===== src/hw/rtl/mllc_pkg.sv =====
// Shared types and constants for the least-likely-channel predictor.
`timescale 1ns / 1ps
package mllc_pkg;

    // Stored pick width (channel numbered from 1, zero before any recompute)
    localparam int PICK_W = 3;
    // Widest channel index over the supported channel counts
    localparam int MAX_CH_W = 4;

    // Stream beat widths
    localparam int IN_TDATA_W  = 16;
    localparam int OUT_TDATA_W = 8;

    // Item kinds carried on the input tuser bit
    localparam logic MODE_RECORD    = 1'b0;
    localparam logic MODE_RECOMPUTE = 1'b1;

    // Query level codes
    localparam logic [1:0] LVL_ONE_STEP = 2'd1;
    localparam logic [1:0] LVL_TWO_STEP = 2'd2;

    // Pick write from the scan engine to the pick tables
    typedef struct packed {
        logic                en;
        logic                done;
        logic [MAX_CH_W-1:0] row;
        logic [PICK_W-1:0]   one_step;
        logic [PICK_W-1:0]   two_step;
    } t_pick_wr;

endpackage


===== src/hw/rtl/mllc_count_mem.sv =====
// Transition counter memory: one write port, two registered read ports.
`timescale 1ns / 1ps
module mllc_count_mem #(
    parameter int DEPTH = 16,
    parameter int DW    = 16
) (
    input  logic                     i_clk,
    input  logic                     i_rst_n,
    input  logic                     i_we,
    input  logic [$clog2(DEPTH)-1:0] i_waddr,
    input  logic [DW-1:0]            i_wdata,
    input  logic [$clog2(DEPTH)-1:0] i_raddr_a,
    input  logic [$clog2(DEPTH)-1:0] i_raddr_b,
    output logic [DW-1:0]            o_rdata_a,
    output logic [DW-1:0]            o_rdata_b
);

    logic [DW-1:0] r_mem [DEPTH];
    logic [DEPTH-1:0] r_valid;
    logic [DW-1:0] r_rd_a;
    logic [DW-1:0] r_rd_b;
    logic r_va;
    logic r_vb;

    // Write port and registered reads
    always_ff @(posedge i_clk) begin
        if (i_we) begin
            r_mem[i_waddr] <= i_wdata;
        end
        r_rd_a <= r_mem[i_raddr_a];
        r_rd_b <= r_mem[i_raddr_b];
    end

    // Entry valid bits: an entry never written reads as zero
    always_ff @(posedge i_clk) begin
        if (!i_rst_n) begin
            r_valid <= '0;
            r_va    <= 1'b0;
            r_vb    <= 1'b0;
        end else begin
            if (i_we) begin
                r_valid[i_waddr] <= 1'b1;
            end
            r_va <= r_valid[i_raddr_a];
            r_vb <= r_valid[i_raddr_b];
        end
    end

    assign o_rdata_a = r_va ? r_rd_a : '0;
    assign o_rdata_b = r_vb ? r_rd_b : '0;

endmodule


===== src/hw/rtl/mllc_scan.sv =====
// Recompute engine: walks rows, candidates and path terms through one MAC pipeline.
`timescale 1ns / 1ps
module mllc_scan #(
    parameter int NUM_CHANNELS = 4,
    parameter int COUNT_WIDTH  = 16
) (
    input  logic                                  i_clk,
    input  logic                                  i_rst_n,
    input  logic                                  i_start,
    input  logic [COUNT_WIDTH-1:0]                i_total,
    output logic [$clog2(NUM_CHANNELS*NUM_CHANNELS)-1:0] o_addr_a,
    output logic [$clog2(NUM_CHANNELS*NUM_CHANNELS)-1:0] o_addr_b,
    input  logic [COUNT_WIDTH-1:0]                i_rd_a,
    input  logic [COUNT_WIDTH-1:0]                i_rd_b,
    output mllc_pkg::t_pick_wr                    o_pick
);

    localparam int CH_W  = $clog2(NUM_CHANNELS);
    localparam int AW    = $clog2(NUM_CHANNELS * NUM_CHANNELS);
    localparam int ACC_W = 2 * COUNT_WIDTH;

    typedef struct packed {
        logic            first_k;
        logic            last_k;
        logic            first_j;
        logic            last_j;
        logic            last_i;
        logic            k_eq_j;
        logic [CH_W-1:0] i;
        logic [CH_W-1:0] j;
    } t_tag;

    logic            r_run;
    logic [CH_W-1:0] r_i;
    logic [CH_W-1:0] r_j;
    logic [CH_W-1:0] r_k;
    logic [CH_W:0]   jp1;
    logic [CH_W:0]   jn;
    t_tag            tag0;

    logic             r_v1, r_v2, r_v3;
    t_tag             r_t1, r_t2, r_t3;
    logic [ACC_W-1:0] prod;
    logic [ACC_W-1:0] r_prod;
    logic [ACC_W-1:0] r_acc;
    logic [ACC_W-1:0] r_tot_sq;
    logic [COUNT_WIDTH-1:0] r_c;
    logic [COUNT_WIDTH-1:0] r_c3;

    logic [COUNT_WIDTH-1:0] r_best1;
    logic [ACC_W-1:0]       r_best2;
    logic [CH_W-1:0]        r_pick1;
    logic [CH_W-1:0]        r_pick2;
    logic [COUNT_WIDTH-1:0] base1;
    logic [ACC_W-1:0]       base2;
    logic [CH_W-1:0]        pbase1;
    logic [CH_W-1:0]        pbase2;
    logic                   take1;
    logic                   take2;
    logic [CH_W-1:0]        fin_pick1;
    logic [CH_W-1:0]        fin_pick2;
    logic                   row_end;
    mllc_pkg::t_pick_wr     r_pick_wr;

    // Next candidate column, skipping the diagonal
    always_comb begin
        jp1 = {1'b0, r_j} + 1'b1;
        jn  = (jp1 == {1'b0, r_i}) ? jp1 + 1'b1 : jp1;
    end

    // Tag of the term issued this cycle
    always_comb begin
        tag0.first_k = (r_k == '0);
        tag0.last_k  = (r_k == CH_W'(NUM_CHANNELS - 1));
        tag0.first_j = (r_i == '0) ? (r_j == CH_W'(1)) : (r_j == '0);
        tag0.last_j  = (jn >= (CH_W + 1)'(NUM_CHANNELS));
        tag0.last_i  = (r_i == CH_W'(NUM_CHANNELS - 1));
        tag0.k_eq_j  = (r_k == r_j);
        tag0.i       = r_i;
        tag0.j       = r_j;
    end

    // Read count[i][k] and count[k][j]
    assign o_addr_a = AW'(int'(r_i) * NUM_CHANNELS + int'(r_k));
    assign o_addr_b = AW'(int'(r_k) * NUM_CHANNELS + int'(r_j));

    // Issue sequencer: k innermost, then j, then i
    always_ff @(posedge i_clk) begin
        if (!i_rst_n) begin
            r_run <= 1'b0;
        end else if (i_start) begin
            r_run <= 1'b1;
            r_i   <= '0;
            r_j   <= CH_W'(1);
            r_k   <= '0;
        end else if (r_run) begin
            if (!tag0.last_k) begin
                r_k <= r_k + 1'b1;
            end else if (!tag0.last_j) begin
                r_k <= '0;
                r_j <= jn[CH_W-1:0];
            end else if (!tag0.last_i) begin
                r_k <= '0;
                r_j <= '0;
                r_i <= r_i + 1'b1;
            end else begin
                r_run <= 1'b0;
            end
        end
    end

    assign prod = i_rd_a * i_rd_b;

    // Pipeline valids
    always_ff @(posedge i_clk) begin
        if (!i_rst_n) begin
            r_v1 <= 1'b0;
            r_v2 <= 1'b0;
            r_v3 <= 1'b0;
        end else begin
            r_v1 <= r_run;
            r_v2 <= r_v1;
            r_v3 <= r_v2;
        end
    end

    // Multiply, accumulate, and hold the one-step count of the candidate
    always_ff @(posedge i_clk) begin
        r_t1 <= tag0;
        r_t2 <= r_t1;
        r_t3 <= r_t2;
        r_prod <= prod;
        if (i_start) begin
            r_tot_sq <= i_total * i_total;
        end
        if (r_v1 && r_t1.k_eq_j) begin
            r_c <= i_rd_a;
        end
        if (r_v2) begin
            r_acc <= r_t2.first_k ? r_prod : r_acc + r_prod;
        end
        if (r_v2 && r_t2.last_k) begin
            r_c3 <= r_c;
        end
    end

    // Compare finished candidate against the running minimum of its row
    always_comb begin
        base1     = r_t3.first_j ? i_total  : r_best1;
        base2     = r_t3.first_j ? r_tot_sq : r_best2;
        pbase1    = r_t3.first_j ? '0 : r_pick1;
        pbase2    = r_t3.first_j ? '0 : r_pick2;
        take1     = (r_c3 < base1);
        take2     = (r_acc < base2);
        fin_pick1 = take1 ? r_t3.j : pbase1;
        fin_pick2 = take2 ? r_t3.j : pbase2;
        row_end   = r_v3 && r_t3.last_k && r_t3.last_j;
    end

    always_ff @(posedge i_clk) begin
        if (r_v3 && r_t3.last_k) begin
            r_best1 <= take1 ? r_c3  : base1;
            r_best2 <= take2 ? r_acc : base2;
            r_pick1 <= fin_pick1;
            r_pick2 <= fin_pick2;
        end
    end

    // Emit the row's picks, numbered from 1
    always_ff @(posedge i_clk) begin
        if (!i_rst_n) begin
            r_pick_wr.en   <= 1'b0;
            r_pick_wr.done <= 1'b0;
        end else begin
            r_pick_wr.en   <= row_end;
            r_pick_wr.done <= row_end && r_t3.last_i;
        end
        r_pick_wr.row      <= mllc_pkg::MAX_CH_W'(r_t3.i);
        r_pick_wr.one_step <= mllc_pkg::PICK_W'(int'(fin_pick1) + 1);
        r_pick_wr.two_step <= mllc_pkg::PICK_W'(int'(fin_pick2) + 1);
    end

    assign o_pick = r_pick_wr;

endmodule


===== src/hw/rtl/markov_least_likely_channel_core.sv =====
// Least-likely-channel predictor top: item sequencer, totals, pick tables, result beat.
//
// Input stream (s_axis): tuser selects the item kind, 0 records the transition
// prev_channel -> next_channel_idx, 1 recomputes the pick tables. Every item also
// carries a query (channel numbered from 1, level 1 or 2) and returns exactly one
// result beat on m_axis: the stored pick for that query and the saturation flag.
// A record item reads the counter from memory in the accept cycle and writes it back
// incremented in the next, when the result is loaded if the output register is free.
// A recompute item issues NUM_CHANNELS*NUM_CHANNELS*(NUM_CHANNELS-1) terms, one
// multiply-accumulate per cycle through the counter memory's two read ports, and
// then drains the MAC and compare pipeline.
// The block takes one item at a time; it accepts the next item while a result
// still waits in the output register, and holds in its final step while the
// receiver stalls. Reset clears all counters (per-entry valid bits, no clearing
// pass), the total and both pick tables; picks read 0 until the first recompute.
// Once the total reaches its maximum, record items change nothing.
`timescale 1ns / 1ps
module markov_least_likely_channel_core #(
    parameter int NUM_CHANNELS = 4,
    parameter int COUNT_WIDTH  = 16
) (
    input  logic                                i_clk,
    input  logic                                i_rst_n,
    input  logic                                s_axis_tvalid,
    output logic                                s_axis_tready,
    // prev_channel[1:0], next_channel_idx[3:2], query_channel[6:4], query_level[8:7]
    input  logic [mllc_pkg::IN_TDATA_W-1:0]     s_axis_tdata,
    // mode[0]
    input  logic                                s_axis_tuser,
    output logic                                m_axis_tvalid,
    input  logic                                m_axis_tready,
    // suggested_channel[2:0], saturated[3]
    output logic [mllc_pkg::OUT_TDATA_W-1:0]    m_axis_tdata
);

    localparam int CH_W = $clog2(NUM_CHANNELS);
    localparam int AW   = $clog2(NUM_CHANNELS * NUM_CHANNELS);
    localparam logic [COUNT_WIDTH-1:0] CNT_MAX = {COUNT_WIDTH{1'b1}};

    typedef enum logic [1:0] {
        ST_IDLE,
        ST_WB,
        ST_RECOMP,
        ST_RESP
    } t_state;

    t_state r_state, n_state;
    logic   r_out_valid, n_out_valid;
    logic [mllc_pkg::PICK_W-1:0] r_out_sugg, n_out_sugg;
    logic   r_out_sat, n_out_sat;

    logic [1:0] in_prev;
    logic [1:0] in_next;
    logic [2:0] in_qch;
    logic [1:0] in_qlv;
    logic       in_acc;
    logic       in_rec_ok;
    logic [AW-1:0] in_addr;

    logic [COUNT_WIDTH-1:0] r_total;
    logic [COUNT_WIDTH-1:0] n_total;
    logic                   r_rec_ok;
    logic [AW-1:0]          r_waddr;
    logic [2:0]             r_qch;
    logic [1:0]             r_qlv;
    logic [mllc_pkg::PICK_W-1:0] r_one [NUM_CHANNELS];
    logic [mllc_pkg::PICK_W-1:0] r_two [NUM_CHANNELS];

    logic                   mem_we;
    logic [COUNT_WIDTH-1:0] mem_wdata;
    logic [AW-1:0]          mem_raddr_a;
    logic [COUNT_WIDTH-1:0] mem_rd_a;
    logic [COUNT_WIDTH-1:0] mem_rd_b;
    logic [AW-1:0]          scan_addr_a;
    logic [AW-1:0]          scan_addr_b;
    logic                   scan_start;
    mllc_pkg::t_pick_wr     pick_wr;

    logic                   q_ok;
    logic [CH_W-1:0]        q_idx;
    logic [mllc_pkg::PICK_W-1:0] answer;
    logic                   out_free;
    logic                   load;

    // Unpack the input beat
    assign in_prev = s_axis_tdata[1:0];
    assign in_next = s_axis_tdata[3:2];
    assign in_qch  = s_axis_tdata[6:4];
    assign in_qlv  = s_axis_tdata[8:7];

    assign s_axis_tready = (r_state == ST_IDLE);
    assign in_acc        = s_axis_tvalid && s_axis_tready;
    assign scan_start    = in_acc && (s_axis_tuser == mllc_pkg::MODE_RECOMPUTE);
    assign in_addr       = AW'(int'(in_prev) * NUM_CHANNELS + int'(in_next));
    assign in_rec_ok     = (s_axis_tuser == mllc_pkg::MODE_RECORD) &&
                           (int'(in_prev) < NUM_CHANNELS) &&
                           (int'(in_next) < NUM_CHANNELS) && (r_total != CNT_MAX);

    // Counter memory ports: scan owns the reads during a recompute
    assign mem_raddr_a = (r_state == ST_RECOMP) ? scan_addr_a : in_addr;
    assign mem_we      = (r_state == ST_WB) && r_rec_ok;
    assign mem_wdata   = mem_rd_a + 1'b1;
    assign n_total     = r_total + COUNT_WIDTH'(mem_we);

    mllc_count_mem #(
        .DEPTH (NUM_CHANNELS * NUM_CHANNELS),
        .DW    (COUNT_WIDTH)
    ) u_mem (
        .i_clk     (i_clk),
        .i_rst_n   (i_rst_n),
        .i_we      (mem_we),
        .i_waddr   (r_waddr),
        .i_wdata   (mem_wdata),
        .i_raddr_a (mem_raddr_a),
        .i_raddr_b (scan_addr_b),
        .o_rdata_a (mem_rd_a),
        .o_rdata_b (mem_rd_b)
    );

    mllc_scan #(
        .NUM_CHANNELS (NUM_CHANNELS),
        .COUNT_WIDTH  (COUNT_WIDTH)
    ) u_scan (
        .i_clk    (i_clk),
        .i_rst_n  (i_rst_n),
        .i_start  (scan_start),
        .i_total  (r_total),
        .o_addr_a (scan_addr_a),
        .o_addr_b (scan_addr_b),
        .i_rd_a   (mem_rd_a),
        .i_rd_b   (mem_rd_b),
        .o_pick   (pick_wr)
    );

    // Look up the stored pick for the query
    always_comb begin
        q_ok   = (r_qch != '0) && (int'(r_qch) <= NUM_CHANNELS);
        q_idx  = CH_W'(int'(r_qch) - 1);
        answer = '0;
        if (q_ok) begin
            case (r_qlv)
                mllc_pkg::LVL_ONE_STEP: answer = r_one[q_idx];
                mllc_pkg::LVL_TWO_STEP: answer = r_two[q_idx];
                default:                answer = '0;
            endcase
        end
    end

    // Sequencer next state and result load
    always_comb begin
        out_free    = !r_out_valid || m_axis_tready;
        n_state     = r_state;
        n_out_valid = r_out_valid && !m_axis_tready;
        n_out_sugg  = r_out_sugg;
        n_out_sat   = r_out_sat;
        load        = 1'b0;
        case (r_state)
            ST_IDLE: begin
                if (in_acc) begin
                    n_state = (s_axis_tuser == mllc_pkg::MODE_RECOMPUTE) ? ST_RECOMP : ST_WB;
                end
            end
            ST_WB: begin
                if (out_free) begin
                    load    = 1'b1;
                    n_state = ST_IDLE;
                end else begin
                    n_state = ST_RESP;
                end
            end
            ST_RECOMP: begin
                if (pick_wr.done) begin
                    n_state = ST_RESP;
                end
            end
            ST_RESP: begin
                if (out_free) begin
                    load    = 1'b1;
                    n_state = ST_IDLE;
                end
            end
            default: n_state = ST_IDLE;
        endcase
        if (load) begin
            n_out_valid = 1'b1;
            n_out_sugg  = answer;
            n_out_sat   = (n_total == CNT_MAX);
        end
    end

    // State and result register
    always_ff @(posedge i_clk) begin
        if (!i_rst_n) begin
            r_state     <= ST_IDLE;
            r_out_valid <= 1'b0;
        end else begin
            r_state     <= n_state;
            r_out_valid <= n_out_valid;
        end
        r_out_sugg <= n_out_sugg;
        r_out_sat  <= n_out_sat;
    end

    // Total counter and pick tables
    always_ff @(posedge i_clk) begin
        if (!i_rst_n) begin
            r_total <= '0;
            for (int n = 0; n < NUM_CHANNELS; n++) begin
                r_one[n] <= '0;
                r_two[n] <= '0;
            end
        end else begin
            r_total <= n_total;
            if (pick_wr.en) begin
                r_one[pick_wr.row[CH_W-1:0]] <= pick_wr.one_step;
                r_two[pick_wr.row[CH_W-1:0]] <= pick_wr.two_step;
            end
        end
    end

    // Hold the accepted item's query and write target
    always_ff @(posedge i_clk) begin
        if (in_acc) begin
            r_rec_ok <= in_rec_ok;
            r_waddr  <= in_addr;
            r_qch    <= in_qch;
            r_qlv    <= in_qlv;
        end
    end

    assign m_axis_tvalid = r_out_valid;
    assign m_axis_tdata  = {{(mllc_pkg::OUT_TDATA_W - mllc_pkg::PICK_W - 1){1'b0}},
                            r_out_sat, r_out_sugg};

    // The total only grows between resets
    a_total_mono: assert property (@(posedge i_clk) disable iff (!i_rst_n)
        $past(i_rst_n) |-> r_total >= $past(r_total))
        else $error("total counter decreased");

    // A saturated total stays saturated
    a_total_sat: assert property (@(posedge i_clk) disable iff (!i_rst_n)
        $past(i_rst_n) && ($past(r_total) == CNT_MAX) |-> r_total == CNT_MAX)
        else $error("saturated total changed");

    // Pick tables change only during a recompute
    a_pick_in_recomp: assert property (@(posedge i_clk) disable iff (!i_rst_n)
        pick_wr.en |-> r_state == ST_RECOMP)
        else $error("pick write outside recompute");

    // No counter write-back while the scan owns the memory
    a_no_wb_in_scan: assert property (@(posedge i_clk) disable iff (!i_rst_n)
        r_state == ST_RECOMP |-> !mem_we)
        else $error("counter write during recompute");

    // A recompute item enters the scan
    a_recomp_enters: assert property (@(posedge i_clk) disable iff (!i_rst_n)
        scan_start |=> r_state == ST_RECOMP)
        else $error("recompute item did not start the scan");

endmodule

===== config.mk =====
export PLATFORM = sky130hd
export DESIGN_NAME = markov_least_likely_channel_core
export DESIGN_NICKNAME = d
export VERILOG_FILES = /design/src/hw/rtl/mllc_pkg.sv /design/src/hw/rtl/mllc_count_mem.sv /design/src/hw/rtl/mllc_scan.sv /design/src/hw/rtl/markov_least_likely_channel_core.sv
export SDC_FILE = /design/constraint.sdc
export NUM_CORES = 2
export LEC_CHECK = 0
export ABC_AREA = 1
export BUFFER_PORTS_ARGS = -buffer_cell sky130_fd_sc_hd__buf_2
export CAP_MARGIN = 20
export CORE_MARGIN = 2
export CORE_UTILIZATION = 55
export CTS_BUF_LIST = sky130_fd_sc_hd__clkbuf_4 sky130_fd_sc_hd__clkbuf_8
export CTS_CLUSTER_DIAMETER = 50
export DETAILED_ROUTE_END_ITERATION = 10
export PLACE_DENSITY = 0.74
export SLEW_MARGIN = 20
export SYNTH_ARGS = -nofsm -noshare
export SYNTH_HDL_FRONTEND = slang
export SYNTH_SLANG_ARGS = --single-unit

===== constraint.sdc =====
create_clock -name i_clk -period 9.2 [get_ports i_clk]
set_clock_uncertainty 0.15 [all_clocks]
set_input_delay 1.38 -clock i_clk [delete_from_list [all_inputs] [get_ports i_clk]]
set_output_delay 1.38 -clock i_clk [all_outputs]
set_load 0.02 [all_outputs]

==> flow_summary.yaml <==
synth:
  mappedNetlistArea_mm2: 0.0440
  post_synth_num_cell_types: 50
  synth_top_area_cell: "edfxtp_1"
  synth_seq_cells: 589
  synth_enable_flop_cells: 447
  area_share_of_the_largest_cell_type_after_synthesis_pct: 30.5
  asyncSetResetFlopFracSynth_pct: 0
  ys.warnings.count: 0
  synth.avg_cell_area_um2: 8.79
  post_synth_inst_count: 5013
  netlist_top_cells_area: "edfxtp_1 30%, fa_1 16%, ha_1 8.4%"
  seq_area_frac_synth_pct: 36.9
  ys.flop_type: "edfxtp_1"
finish:
  nNetsFinal: 5633
  register_area_mm2: 0.0163
  multiInputGateArea_mm2: 0.0237
  post_route_cells_drive_above_1_share_pct: 6.25
  nFillCells: 6698
  area_added_between_synthesis_and_finish_pct: 6.65
power_and_ir_drop:
  design_power_total_mw: 7.58
  vdd_drop_max_mv: 0.133
  power.leakage_nw: 21.9
  power_density_mw_per_mm2: 161
drt:
  vias_per_cell: 5.64
  drc_markers: 0
  antenna_violating_nets_post_route: 0
  detail_route.wl_per_cell_um: 18.4
  dr.pass1.iters: 6
  detail_route.wirelength_mm: 112
  drt_iter0_markers: 3356
  vias: 34400
clocking:
  cts_resized: 0
  clock_tree_from_tritoncts: "yes"
  h-tree-depth: 3
  cts.hold.buffers_added: 0
  clockRootBuffer: "clkbuf_8"
  cts.path.max_buffers: 3
  clk_pin_slew_worst_paths_ps: 60
  clkLatencyLatePin_ps: 720
  postCtsSetupBuffers: 0
  cts.sinks: 589
  numCtsBuffers: 97
global_routing:
  grt_pass1_wl_mm: 180
  antenna_found_initial: 1
  grt_start_max_net_pins: 229
  grt_util_met1_pct: 35.8
  global_route.usage.met3_pct: 3.95
  grt_usage_pct: 27.9
  grt_pass1_vias: 34700
  grt.overflow.total: 0
  grt_most_used_layer: "met2"
  gr-usage-met2_pct: 47.3
sta:
  rsz0062_at_grt: "false"
  max_clock_freq_ghz: 0.140
  timing.setup.tns_ps: 0
  min_period_over_period_pct: 77.8
  timing.slew.headroom_pct: 24.5
  timing.final.crit_period_ps: 7160
  report.final.setup_viol: 0
  worst_pin_slew_ps: 1130
  final-max-slew-violation-count: 0
  hold_violations: 0
floorplan:
  chipWidth_um: 287
  core_area_mm2: 0.0791
  number_of_top_level_pins: 31
  die_h_um: 287
  fp.dieArea_mm2: 0.0824
  core.rowCount: 103
  initial_core_util_pct: 55.7
hold_path:
  min_delay_worst_type: "reg -> reg"
run:
  drv.max_cap_violation_count: 0
outcome:
  run_status: "finished, final reports clean"
critical_path:
  worst_path_arrival_ps: 7620
  timing.setup.critical_path_class: "reg -> reg"
  crit_end_element: "flop"
  critical_path.startpoint_type: "flop"
  worstSetupEndpoint: "u_scan.r_prod[24]"
  r2r-end: "u_scan.r_prod[24]"
  timing.critical_path.required_ps: 9660
  cp-startpoint: "u_mem.r_va"
  critical_path_peak_fanout: 16
  reg2reg_from: "u_mem.r_va"
  timing.reg2reg.worst_path_depth: 20
  r2r_setup_slack_ps: 2040
placement:
  io_buffer_count: 19
  detailed_place_hpwl_mm: 78.7
  place.gp.congestion: 0.989
## flip-flops by register name, summed over array words and instances, names as in the netlist, 4 cells and up
signal and count:
u_scan.r_tot_sq 31, u_scan.r_t1 10, u_scan.r_t3 8, u_scan.r_best2 32
u_mem.r_rd_b 16, r_waddr 4, r_one 12, u_scan.r_acc 32
u_scan.o_pick 10, u_scan.r_c3 16, r_two 12, u_scan.r_best1 16
u_scan.r_c 16, u_mem.r_valid 16, r_total 16, u_mem.r_mem 256
u_scan.r_t2 9, u_mem.r_rd_a 16, u_scan.r_prod 32
## worst min-delay path by stage
stage / from / to / slack (ps) / cells after the start
detailed placement: u_scan.r_t3[2] / u_scan.o_pick[6] / 160 / 0
CTS: u_scan.r_t1[1] / u_scan.r_t2[1] / 170 / 0
global placement: u_scan.r_t2[6] / u_scan.r_t3[6] / 160 / 0
global route: u_scan.r_t2[7] / u_scan.r_t3[7] / 180 / 0
floorplan: u_scan.r_t3[2] / u_scan.o_pick[6] / 160 / 0
finish: u_scan.r_t1[1] / u_scan.r_t2[1] / 170 / 0
## final cells by class
| cell class | count | area share, % |
|---|---|---|
| inverter | 861 | 6.89 |
| clock inverter | 32 | 0.546 |
| sequential | 589 | 34.6 |
| antenna | 1 | 0.00533 |
| timing repair buffer | 53 | 0.772 |
| multi-input combinational | 3356 | 50.5 |
| tap | 1050 | 2.80 |
| clock buffer | 148 | 3.88 |
## power by group
part           internal (mW)  switching [mW]  leakage, nW
Clock                   1.34            1.08         1.10
Combinational          0.549            1.37         15.5
Sequential              3.12           0.124         5.30
Total                   5.01            2.57         21.9
## logic make-up after synthesis
kind of cell	after synthesis	share of synthesized area (%)
buf+inv	1071	9.53
flops	589	36.9
other cells	1	0.00851
compound gates	878	11.1
mux	2	0.0483
fa+ha+maj	654	24.7
xor+xnor	83	1.65
simple gates	1735	16.1
## synthesized netlist by cell type (2+ instances only)
library cell	n
a211oi_1	2
a21boi_0	3
a21o_1	5
a21oi_1	261
a31oi_1	7
a41oi_1	3
and2_1	2
buf_1	21
buf_2	37
buf_4	19
buf_6	7
clkbuf_1	123
clkbuf_2	3
clkinv_1	11
dfxtp_1	142
edfxtp_1	447
fa_1	360
ha_1	294
inv_1	842
inv_2	7
nand2_1	900
nand2_2	7
nand2_4	2
nand3_1	205
nand3b_1	7
nand4_1	21
nor2_1	503
nor2_4	2
nor3_1	37
nor4_1	4
o211ai_1	79
o21a_1	8
o21ai_0	416
o21ai_1	21
o21ai_2	2
o21bai_1	15
o221ai_1	29
o22ai_1	18
o32ai_1	6
or2_2	44
xnor2_1	25
xor2_1	58
## critical path, cell delays in order (launching register included)
cell	delay, ps
dfxtp_1	850
nand2_1	600
inv_1	680
nand2_1	180
fa_1	540
fa_1	550
inv_1	50
fa_1	480
fa_1	450
fa_1	520
inv_1	50
fa_1	470
inv_1	40
ha_1	380
nand2_1	120
nor2_1	200
inv_1	90
nor3_1	190
nand2_1	70
o211ai_1	210
xor2_1	160
## metal layers
| layer | wire [um] | vias to the layer above | share of wire, % |
|---|---|---|---|
| li1 | - | 16100 | - |
| met1 | 44800 | 16400 | 40 |
| met2 | 53800 | 1560 | 48 |
| met3 | 9190 | 310 | 8.2 |
| met4 | 4590 | 0 | 4.1 |
| met5 | 0 | - | 0 |
## cell usage in the layout (no fill, tap or decap), types with 21 or more instances in the layout
cell type  count
nand3_1      205
nand2_1      900
clkbuf_4      34
nand4_1       21
ha_1         294
clkinv_1      24
inv_1        839
edfxtp_1     447
o221ai_1      29
xnor2_1       25
a21oi_1      258
or2_2         44
xor2_1        55
nor3_1        31
o21ai_0      416
o211ai_1      79
dfxtp_1      141
fa_1         360
buf_4         33
nor2_1       495
clkbuf_8     114
## through the flow
| stage | std cells | hold WS, ps | area [um^2] | utilization, % | worst slack [ps] |
|---|---|---|---|---|---|
| global route | 6090 | 180 | 47000 | 59.4 | 1720 |
| finish | 6090 | 173 | 47000 | 59.4 | 2040 |
| detailed placement | 5908 | 162 | 44800 | 56.7 | 2260 |
| floorplan | 5016 | 160 | 44100 | - | 3400 |
| global placement | 5908 | 160 | 44800 | 56.7 | 2290 |
| CTS | 6088 | 171 | 46900 | 59.3 | 2230 |
Power figures use the tool's default switching activity.
